--- src/sttt_pkg.sv ---
// Shared types and constants of the software timer task table.
`timescale 1ns / 1ps
`default_nettype none
package sttt_pkg;

  localparam int unsigned TIME_W = 32;
  localparam int unsigned TAG_W  = 8;
  localparam int unsigned SLOT_W = 6;

  // Command carried in tuser of the slave side; code 3 is ignored.
  typedef enum logic [1:0] {
    KIND_ADD    = 2'd0,
    KIND_REMOVE = 2'd1,
    KIND_TICK   = 2'd2
  } kind_e;

  typedef enum logic [1:0] {
    RK_ADD    = 2'd0,
    RK_REMOVE = 2'd1,
    RK_FIRED  = 2'd2,
    RK_DONE   = 2'd3
  } rkind_e;

  typedef enum logic [2:0] {
    ST_IDLE,
    ST_RM_RD,
    ST_RM_WR,
    ST_TK_RD,
    ST_TK_EV,
    ST_FINISH
  } state_e;

  typedef struct packed {
    logic [TIME_W-1:0] start;
    logic [TIME_W-1:0] timeout;
    logic [TAG_W-1:0]  tag;
    logic              single;
  } entry_t;

  typedef struct packed {
    logic [1:0]        kind;
    logic              task_mode;
    logic [TIME_W-1:0] timeout;
    logic [TAG_W-1:0]  tag;
    logic [SLOT_W-1:0] position;
  } item_t;

  typedef struct packed {
    rkind_e            kind;
    logic              status;
    logic [SLOT_W-1:0] slot;
    logic [TAG_W-1:0]  fired_tag;
    logic              last;
  } res_t;

endpackage
`default_nettype wire

--- src/sttt_entry_mem.sv ---
// Entry memory with one write port and one read port, and registered read data.
`timescale 1ns / 1ps
`default_nettype none
module sttt_entry_mem
  import sttt_pkg::*;
#(
  parameter int unsigned DEPTH = 32,
  parameter int unsigned AW    = 5
) (
  input  wire logic          clk_i,
  input  wire logic          we_i,
  input  wire logic [AW-1:0] waddr_i,
  input  entry_t             wdata_i,
  input  wire logic          re_i,
  input  wire logic [AW-1:0] raddr_i,
  output entry_t             rdata_o
);

  entry_t mem_q [DEPTH];
  entry_t rdata_q;

  always_ff @(posedge clk_i) begin
    if (we_i) begin
      mem_q[waddr_i] <= wdata_i;
    end
  end

  // Hold read data until the next read.
  always_ff @(posedge clk_i) begin
    if (re_i) begin
      rdata_q <= mem_q[raddr_i];
    end
  end

  assign rdata_o = rdata_q;

endmodule
`default_nettype wire

--- src/sttt_ctrl.sv ---
// Command sequencer: add, remove with shift-down, tick scan with compaction.
`timescale 1ns / 1ps
`default_nettype none
module sttt_ctrl
  import sttt_pkg::*;
#(
  parameter int unsigned MAX_TASKS = 32,
  parameter int unsigned AW        = 5,
  parameter int unsigned CW        = 6
) (
  input  wire logic          clk_i,
  input  wire logic          rst_ni,
  input  wire logic          in_valid_i,
  input  item_t              in_item_i,
  output logic               in_ready_o,
  input  wire logic          out_free_i,
  output logic               push_o,
  output res_t               res_o,
  output logic               mem_we_o,
  output logic [AW-1:0]      mem_waddr_o,
  output entry_t             mem_wdata_o,
  output logic               mem_re_o,
  output logic [AW-1:0]      mem_raddr_o,
  input  entry_t             mem_rdata_i
);

  state_e            state_q, state_d;
  logic [CW-1:0]     cnt_q, cnt_d;
  logic [CW-1:0]     idx_q, idx_d;
  logic [CW-1:0]     wr_q, wr_d;
  logic [TIME_W-1:0] now_q, now_d;
  rkind_e            fin_q, fin_d;

  logic              accept;
  logic              full;
  logic              rm_ok;
  logic              more;
  logic              due;
  logic              keep;
  logic              ev_stall;
  logic [CW-1:0]     idx_m1;
  logic [TIME_W-1:0] elapsed;

  assign accept   = in_valid_i && in_ready_o;
  assign full     = cnt_q >= CW'(MAX_TASKS);
  assign rm_ok    = {1'b0, in_item_i.position} < (SLOT_W + 1)'(cnt_q);
  assign more     = idx_q < cnt_q;
  assign elapsed  = now_q - mem_rdata_i.start;
  assign due      = elapsed >= mem_rdata_i.timeout;
  assign keep     = !due || !mem_rdata_i.single;
  assign ev_stall = due && !out_free_i;
  assign idx_m1   = idx_q - 1'b1;

  always_comb begin
    state_d = state_q;
    unique case (state_q)
      ST_IDLE: begin
        if (accept) begin
          if (kind_e'(in_item_i.kind) == KIND_REMOVE && rm_ok) begin
            state_d = ST_RM_RD;
          end else if (kind_e'(in_item_i.kind) == KIND_TICK) begin
            state_d = ST_TK_RD;
          end
        end
      end
      ST_RM_RD:  state_d = more ? ST_RM_WR : ST_FINISH;
      ST_RM_WR:  state_d = ST_RM_RD;
      ST_TK_RD:  state_d = more ? ST_TK_EV : ST_FINISH;
      ST_TK_EV:  state_d = ev_stall ? ST_TK_EV : ST_TK_RD;
      ST_FINISH: state_d = out_free_i ? ST_IDLE : ST_FINISH;
      default:   state_d = ST_IDLE;
    endcase
  end

  always_comb begin
    in_ready_o  = 1'b0;
    push_o      = 1'b0;
    res_o       = '0;
    mem_we_o    = 1'b0;
    mem_waddr_o = '0;
    mem_wdata_o = mem_rdata_i;
    mem_re_o    = 1'b0;
    mem_raddr_o = idx_q[AW-1:0];
    cnt_d       = cnt_q;
    idx_d       = idx_q;
    wr_d        = wr_q;
    now_d       = now_q;
    fin_d       = fin_q;
    unique case (state_q)
      ST_IDLE: begin
        in_ready_o = out_free_i;
        if (accept) begin
          unique case (kind_e'(in_item_i.kind))
            KIND_ADD: begin
              push_o      = 1'b1;
              res_o.kind  = RK_ADD;
              res_o.last  = 1'b1;
              if (full) begin
                res_o.status = 1'b1;
              end else begin
                res_o.slot          = SLOT_W'(cnt_q);
                mem_we_o            = 1'b1;
                mem_waddr_o         = cnt_q[AW-1:0];
                mem_wdata_o.start   = now_q;
                mem_wdata_o.timeout = in_item_i.timeout;
                mem_wdata_o.tag     = in_item_i.tag;
                mem_wdata_o.single  = in_item_i.task_mode;
                cnt_d               = cnt_q + 1'b1;
              end
            end
            KIND_REMOVE: begin
              if (rm_ok) begin
                idx_d = CW'(in_item_i.position) + 1'b1;
                fin_d = RK_REMOVE;
              end else begin
                push_o       = 1'b1;
                res_o.kind   = RK_REMOVE;
                res_o.status = 1'b1;
                res_o.last   = 1'b1;
              end
            end
            KIND_TICK: begin
              now_d = now_q + 1'b1;
              idx_d = '0;
              wr_d  = '0;
              fin_d = RK_DONE;
            end
            default: ;
          endcase
        end
      end
      ST_RM_RD: begin
        if (more) begin
          mem_re_o = 1'b1;
        end else begin
          cnt_d = cnt_q - 1'b1;
        end
      end
      ST_RM_WR: begin
        // Move the entry just read one slot down.
        mem_we_o    = 1'b1;
        mem_waddr_o = idx_m1[AW-1:0];
        idx_d       = idx_q + 1'b1;
      end
      ST_TK_RD: begin
        if (more) begin
          mem_re_o = 1'b1;
        end else begin
          cnt_d = wr_q;
        end
      end
      ST_TK_EV: begin
        if (!ev_stall) begin
          if (due) begin
            push_o          = 1'b1;
            res_o.kind      = RK_FIRED;
            res_o.slot      = SLOT_W'(wr_q);
            res_o.fired_tag = mem_rdata_i.tag;
          end
          // Compact surviving entries toward the front; restart due ones.
          if (keep) begin
            mem_we_o    = 1'b1;
            mem_waddr_o = wr_q[AW-1:0];
            if (due) begin
              mem_wdata_o.start = now_q;
            end
            wr_d = wr_q + 1'b1;
          end
          idx_d = idx_q + 1'b1;
        end
      end
      ST_FINISH: begin
        if (out_free_i) begin
          push_o     = 1'b1;
          res_o.kind = fin_q;
          res_o.last = 1'b1;
        end
      end
      default: ;
    endcase
  end

  always_ff @(posedge clk_i or negedge rst_ni) begin
    if (!rst_ni) begin
      state_q <= ST_IDLE;
      cnt_q   <= '0;
      idx_q   <= '0;
      wr_q    <= '0;
      now_q   <= '0;
      fin_q   <= RK_DONE;
    end else begin
      state_q <= state_d;
      cnt_q   <= cnt_d;
      idx_q   <= idx_d;
      wr_q    <= wr_d;
      now_q   <= now_d;
      fin_q   <= fin_d;
    end
  end

  a_cnt_bound: assert property (@(posedge clk_i) disable iff (!rst_ni)
    cnt_q <= CW'(MAX_TASKS))
    else $error("entry count above table size");

  a_push_free: assert property (@(posedge clk_i) disable iff (!rst_ni)
    push_o |-> out_free_i)
    else $error("result pushed into a full output register");

  a_compact_order: assert property (@(posedge clk_i) disable iff (!rst_ni)
    (state_q == ST_TK_EV || state_q == ST_TK_RD) |-> wr_q <= idx_q)
    else $error("compaction write pointer passed the read pointer");

  a_tick_write: assert property (@(posedge clk_i) disable iff (!rst_ni)
    (state_q == ST_TK_EV && mem_we_o) |-> wr_q < cnt_q)
    else $error("tick scan writes beyond the table");

endmodule
`default_nettype wire

--- src/software_timer_task_table_unit.sv ---
// Top level of the software timer task table: stream ports and output register.
//
//  Channel   Dir  Signals                          Contents
//  s_axis    in   tvalid/tready/tdata[47:0]/tuser  command and task fields
//  m_axis    out  tvalid/tready/tdata[15:0]/tuser  replies, fired tasks, tick done
//                 /tlast
//
// Add and ignored commands are finished in the cycle they are taken. Remove
// reads each entry above the removed position and writes it one slot lower;
// a tick reads every entry and writes back each surviving one toward the
// front. An item is taken only when the previous one is finished. Reset
// clears the entry count and the millisecond counter; the entry memory is not
// cleared. A stalled master side holds the tick scan at the next due entry.
`timescale 1ns / 1ps
`default_nettype none
module software_timer_task_table_unit
  import sttt_pkg::*;
#(
  parameter int unsigned MAX_TASKS = 32
) (
  input  wire logic        clk_i,
  input  wire logic        rst_ni,
  input  wire logic        s_axis_tvalid,
  output logic             s_axis_tready,
  // [0] task_mode, [32:1] timeout, [40:33] tag, [46:41] position, [47] zero
  input  wire logic [47:0] s_axis_tdata,
  // [1:0] kind
  input  wire logic [1:0]  s_axis_tuser,
  output logic             m_axis_tvalid,
  input  wire logic        m_axis_tready,
  // [0] status, [6:1] slot, [14:7] fired_tag, [15] zero
  output logic [15:0]      m_axis_tdata,
  // [1:0] result_kind
  output logic [1:0]       m_axis_tuser,
  output logic             m_axis_tlast
);

  localparam int unsigned AW = (MAX_TASKS > 1) ? $clog2(MAX_TASKS) : 1;
  localparam int unsigned CW = $clog2(MAX_TASKS + 1);

  item_t           item;
  res_t            res;
  res_t            res_q;
  logic            push;
  logic            out_free;
  logic            out_valid_q, out_valid_d;
  logic            mem_we, mem_re;
  logic [AW-1:0]   mem_waddr, mem_raddr;
  entry_t          mem_wdata, mem_rdata;

  assign item.kind      = s_axis_tuser;
  assign item.task_mode = s_axis_tdata[0];
  assign item.timeout   = s_axis_tdata[32:1];
  assign item.tag       = s_axis_tdata[40:33];
  assign item.position  = s_axis_tdata[46:41];

  sttt_ctrl #(
    .MAX_TASKS(MAX_TASKS),
    .AW       (AW),
    .CW       (CW)
  ) u_ctrl (
    .clk_i      (clk_i),
    .rst_ni     (rst_ni),
    .in_valid_i (s_axis_tvalid),
    .in_item_i  (item),
    .in_ready_o (s_axis_tready),
    .out_free_i (out_free),
    .push_o     (push),
    .res_o      (res),
    .mem_we_o   (mem_we),
    .mem_waddr_o(mem_waddr),
    .mem_wdata_o(mem_wdata),
    .mem_re_o   (mem_re),
    .mem_raddr_o(mem_raddr),
    .mem_rdata_i(mem_rdata)
  );

  sttt_entry_mem #(
    .DEPTH(MAX_TASKS),
    .AW   (AW)
  ) u_mem (
    .clk_i  (clk_i),
    .we_i   (mem_we),
    .waddr_i(mem_waddr),
    .wdata_i(mem_wdata),
    .re_i   (mem_re),
    .raddr_i(mem_raddr),
    .rdata_o(mem_rdata)
  );

  // Output register frees up in the same cycle its transaction completes.
  assign out_free = !out_valid_q || m_axis_tready;

  always_comb begin
    out_valid_d = out_valid_q;
    if (push) begin
      out_valid_d = 1'b1;
    end else if (m_axis_tready) begin
      out_valid_d = 1'b0;
    end
  end

  always_ff @(posedge clk_i or negedge rst_ni) begin
    if (!rst_ni) begin
      out_valid_q <= 1'b0;
    end else begin
      out_valid_q <= out_valid_d;
    end
  end

  always_ff @(posedge clk_i) begin
    if (push) begin
      res_q <= res;
    end
  end

  assign m_axis_tvalid = out_valid_q;
  assign m_axis_tdata  = {1'b0, res_q.fired_tag, res_q.slot, res_q.status};
  assign m_axis_tuser  = res_q.kind;
  assign m_axis_tlast  = res_q.last;

endmodule
`default_nettype wire
--- config.mk ---
export PLATFORM = sky130hd
export DESIGN_NAME = software_timer_task_table_unit
export DESIGN_NICKNAME = d
export VERILOG_FILES = /design/src/sttt_pkg.sv /design/src/sttt_entry_mem.sv /design/src/sttt_ctrl.sv /design/src/software_timer_task_table_unit.sv
export SDC_FILE = /design/constraint.sdc
export NUM_CORES = 2
export LEC_CHECK = 0
export BUFFER_PORTS_ARGS = -buffer_cell sky130_fd_sc_hd__buf_4
export CORE_MARGIN = 8
export CORE_UTILIZATION = 51
export DETAILED_ROUTE_END_ITERATION = 7
export GPL_TIMING_DRIVEN = 0
export PLACE_DENSITY = 0.64
export REMOVE_ABC_BUFFERS = 1
export SLEW_MARGIN = 20
export SYNTH_ARGS = -nofsm -noshare
export SYNTH_HDL_FRONTEND = slang
export SYNTH_HIERARCHICAL = 1
export SYNTH_SLANG_ARGS = --single-unit
--- constraint.sdc ---
create_clock -name clk_i -period 13.04 [get_ports clk_i]
set_input_delay 1.304 -clock clk_i [delete_from_list [all_inputs] [get_ports clk_i]]
set_output_delay 1.304 -clock clk_i [all_outputs]
set_load 0.03 [all_outputs]
==> impl_metrics.tcl <==
set metrics [dict create \
    swShare_pct 29.7 \
    tightest_slew_ns 1.18 \
    setup_violations 0 \
    layout_min_cycle_time_ns 9.14 \
    gp_congestion 0.770 \
    vdd_drop_max_mv 0.134 \
    antenna_found_initial 5 \
    hpwl_microns 164000 \
    num-nets-final 4961 \
    rsz0062_at_grt "no" \
    clk_pin_slew_ns 0.06 \
    comb_power_share_pct 30.9 \
    clkPwrFrac_pct 26.4 \
    grt_max_degree 56 \
    die_w_microns 455 \
    r2r-end "u_mem/mem_q[22][1]$_DFFE_PP_" \
    die_h_microns 455 \
    syn_area_sq_um 98400 \
    crit_required_ns 13.58 \
    r2r_start "u_ctrl/now_q[0]$_DFFE_PN0P_" \
    ios 75 \
    seqPwrFrac_pct 42.7 \
    setup_ws_ns 3.90 \
    vias_per_cell 6.44 \
    grt_pass1_wl_microns 363000 \
    numCtsBuffers 239 \
    synth_cell_types 79 \
    min-delay-start "u_ctrl/fin_q[1]$_DFFE_PN1P_" \
    postSynthCellCount 4423 \
    ys_warn_count 6 \
    start_util_pct 51.2 \
    synth_area_per_cell_sq_um 22.2 \
    cts-htree-levels 4 \
    final_hold_viol_count 0 \
    io_buffers 72 \
    slowest_stage "o21ai_1" \
    ctsResizeCount 0 \
    grt_overflow 0 \
    cts_num_sinks 2482 \
    cts_buffer_depth 3 \
    synth_async_sr_flop_share_pct 2.22 \
    ys_seq_elements 2482 \
    final_antenna_net_count 0 \
    leakagePower_uw 0.0373 \
    min_to "u_ctrl/fin_q[1]$_DFFE_PN1P_" \
    cts_tree "done" \
    arrival_ns 9.68 \
    worstSetupPathType "flop to flop" \
    coreArea_sq_um 192000 \
    cp-start-kind "flop" \
    routed_wl_microns 256000 \
    drv_cap 0 \
    ys_seq_area_share_pct 75.5 \
    final_common_cell "edfxtp_1" \
    fmax_ghz 0.109 \
    wl_per_cell_microns 33.9 \
    final_util_pct 60.3 \
    yosys_most_used_dff "edfxtp_1" \
    hold_depth 2 \
    tns_ns 0 \
    path_max_fanout 12 \
    rows 161 \
    design.die.area_sq_um 207000 \
    grt_pass1_vias 48300 \
    drv_slew 0 \
    n_fill_cell 13100 \
    insertion_delay_ns 0.85 \
    status "completed" \
    layout-drive-gt1-share_pct 32.2 \
    p_int_uw 17800 \
    r2r_slack_ns 3.90 \
    maxSlewHeadroom_pct 21.1 \
    skew_ns 0.0222 \
    timing.hold.ws_ns 0.531 \
    slowest_delay_ns 0.96 \
    drt_iter0_markers 6173 \
    place_area_sq_um 108000 \
    final_cell_mix "2427 x edfxtp_1, 681 x mux4_2, 242 x clkbuf_16" \
    hp-class "flop to flop" \
    final_area_sq_um 116000 \
    track_usage_pct 24.6 \
    synth_edf_count 2427 \
    drc 0 \
    syn2layout_area_growth_pct 17.8 \
    dpl_worst_slack_ns 4.21 \
    critPathCaptureType "flop" \
    cts_setup_buffers 0 \
    vias 48600 \
    p_sw_uw 7510 \
    dr.pass1.iters 6 \
    finalCritPeriodShare_pct 70.1 \
    powerDensity_nw_per_um2 218 \
    rr_worst_depth 26 \
    holdBufCountCts 0 \
    cts_root_buf "clkbuf_16" \
]
## layout make-up
class / instances / area, sq um / share of cell area [%]
inverters: 91 / 344 / 0.297
diodes: 4 / 10.0 / 0.00864
flip-flops and latches: 2482 / 74300 / 64.1
clock inverters: 149 / 1230 / 1.06
well taps: 2526 / 3160 / 2.73
clock buffers: 297 / 6290 / 5.43
repair buffers: 373 / 7450 / 6.43
multi-input cells: 1633 / 23100 / 19.9
## worst max-delay path by stage
| stage | startpoint | end | depth (start not counted) |
|---|---|---|---|
| final | u_ctrl/now_q[0]$_DFFE_PN0P_ | u_mem/mem_q[22][1]$_DFFE_PP_ | 26 |
| after global routing | u_ctrl/now_q[0]$_DFFE_PN0P_ | u_mem/mem_q[22][1]$_DFFE_PP_ | 26 |
| after CTS | u_ctrl/now_q[0]$_DFFE_PN0P_ | u_mem/mem_q[22][5]$_DFFE_PP_ | 26 |
| after detailed placement | u_ctrl/now_q[0]$_DFFE_PN0P_ | u_mem/mem_q[22][5]$_DFFE_PP_ | 26 |
| after global placement | u_ctrl/idx_q[0]$_DFFE_PN0P_ | u_mem/mem_q[21][40]$_DFFE_PP_ | 7 |
| after floorplan | u_ctrl/idx_q[0]$_DFFE_PN0P_ | u_mem/mem_q[10][0]$_DFFE_PP_ | 8 |
## logic make-up after synthesis
logic type      after synthesis  synth area share [%]
compound gates              292                  2.00
xor+xnor                     72                 0.641
fa+ha+maj                    87                  1.12
buf+inv                     308                  1.47
flops                      2482                  75.5
mux                         864                  17.7
other cells                   1               0.00381
simple gates                317                  1.59
## flip-flops by register name, summed over array words and instances, names as in the netlist
name and flops:
m_axis_tuser 2, u_ctrl/now_q 32, u_ctrl/fin_q 1, u_ctrl/state_q 3, m_axis_tlast 1, u_mem/rdata_o 73
u_ctrl/idx_q 6, m_axis_tvalid 1, u_mem/mem_q 2336, m_axis_tdata 15, u_ctrl/cnt_q 6, u_ctrl/wr_q 6
## synthesized netlist by cell type (all sizes together) (12+ instances only)
cell	number	share of area (%)
edfxtp	2427	74
mux4	681	16
buf	131	0.79
mux2	125	1.5
nor2	96	0.37
inv	91	0.35
clkbuf	86	0.33
ha	85	1.1
nand2	81	0.31
o21ai	80	0.41
mux2i	58	0.59
a21oi	55	0.30
dfrtp	54	1.4
xnor2	45	0.40
a21o	36	0.27
nand3	27	0.14
xor2	27	0.24
nand4	20	0.13
a221oi	18	0.17
nand2b	18	0.12
and2	17	0.11
and3	14	0.089
o22ai	13	0.083
a211oi	12	0.097
## metal layers
layer  track usage [%]  part of all wire [%]  up-vias
met4              6.16                   2.4        4
li1                  -                     -    19500
met3              4.46                   9.3      379
met1              36.8                    41    26400
met5                 0                 0.079        -
met2              38.3                    47     2419
## critical path, delay by kind of cell, from the launching register on
kind                     cells  cell delay (ns)
AO/OA/AOI/OAI                9             3.38
adder cells (fa/ha/maj)      3             0.93
flip-flops                   1             0.42
buffers and inverters        6             1.07
AND/OR/NAND/NOR              8             2.95
## power groups by stage
| stage | registers [uW] | logic (uW) | clock network, uW |
|---|---|---|---|
| detailed placement | 11000 | 7830 | 0 |
| global placement | 11900 | 7900 | 0 |
| global route | 10900 | 8340 | 7070 |
| finish | 10800 | 7810 | 6690 |
| CTS | 10800 | 7880 | 6790 |
| floorplan | 11500 | 6250 | 0 |
## through the flow
stage	std cells	total power, uW
3_3_place_gp	6804	19800
2_1_floorplan	4206	17800
6_report	7555	25300
3_5_place_dp	7105	18800
4_1_cts	7551	25500
5_1_grt	7552	26300
(Power assumes the default switching activity.)
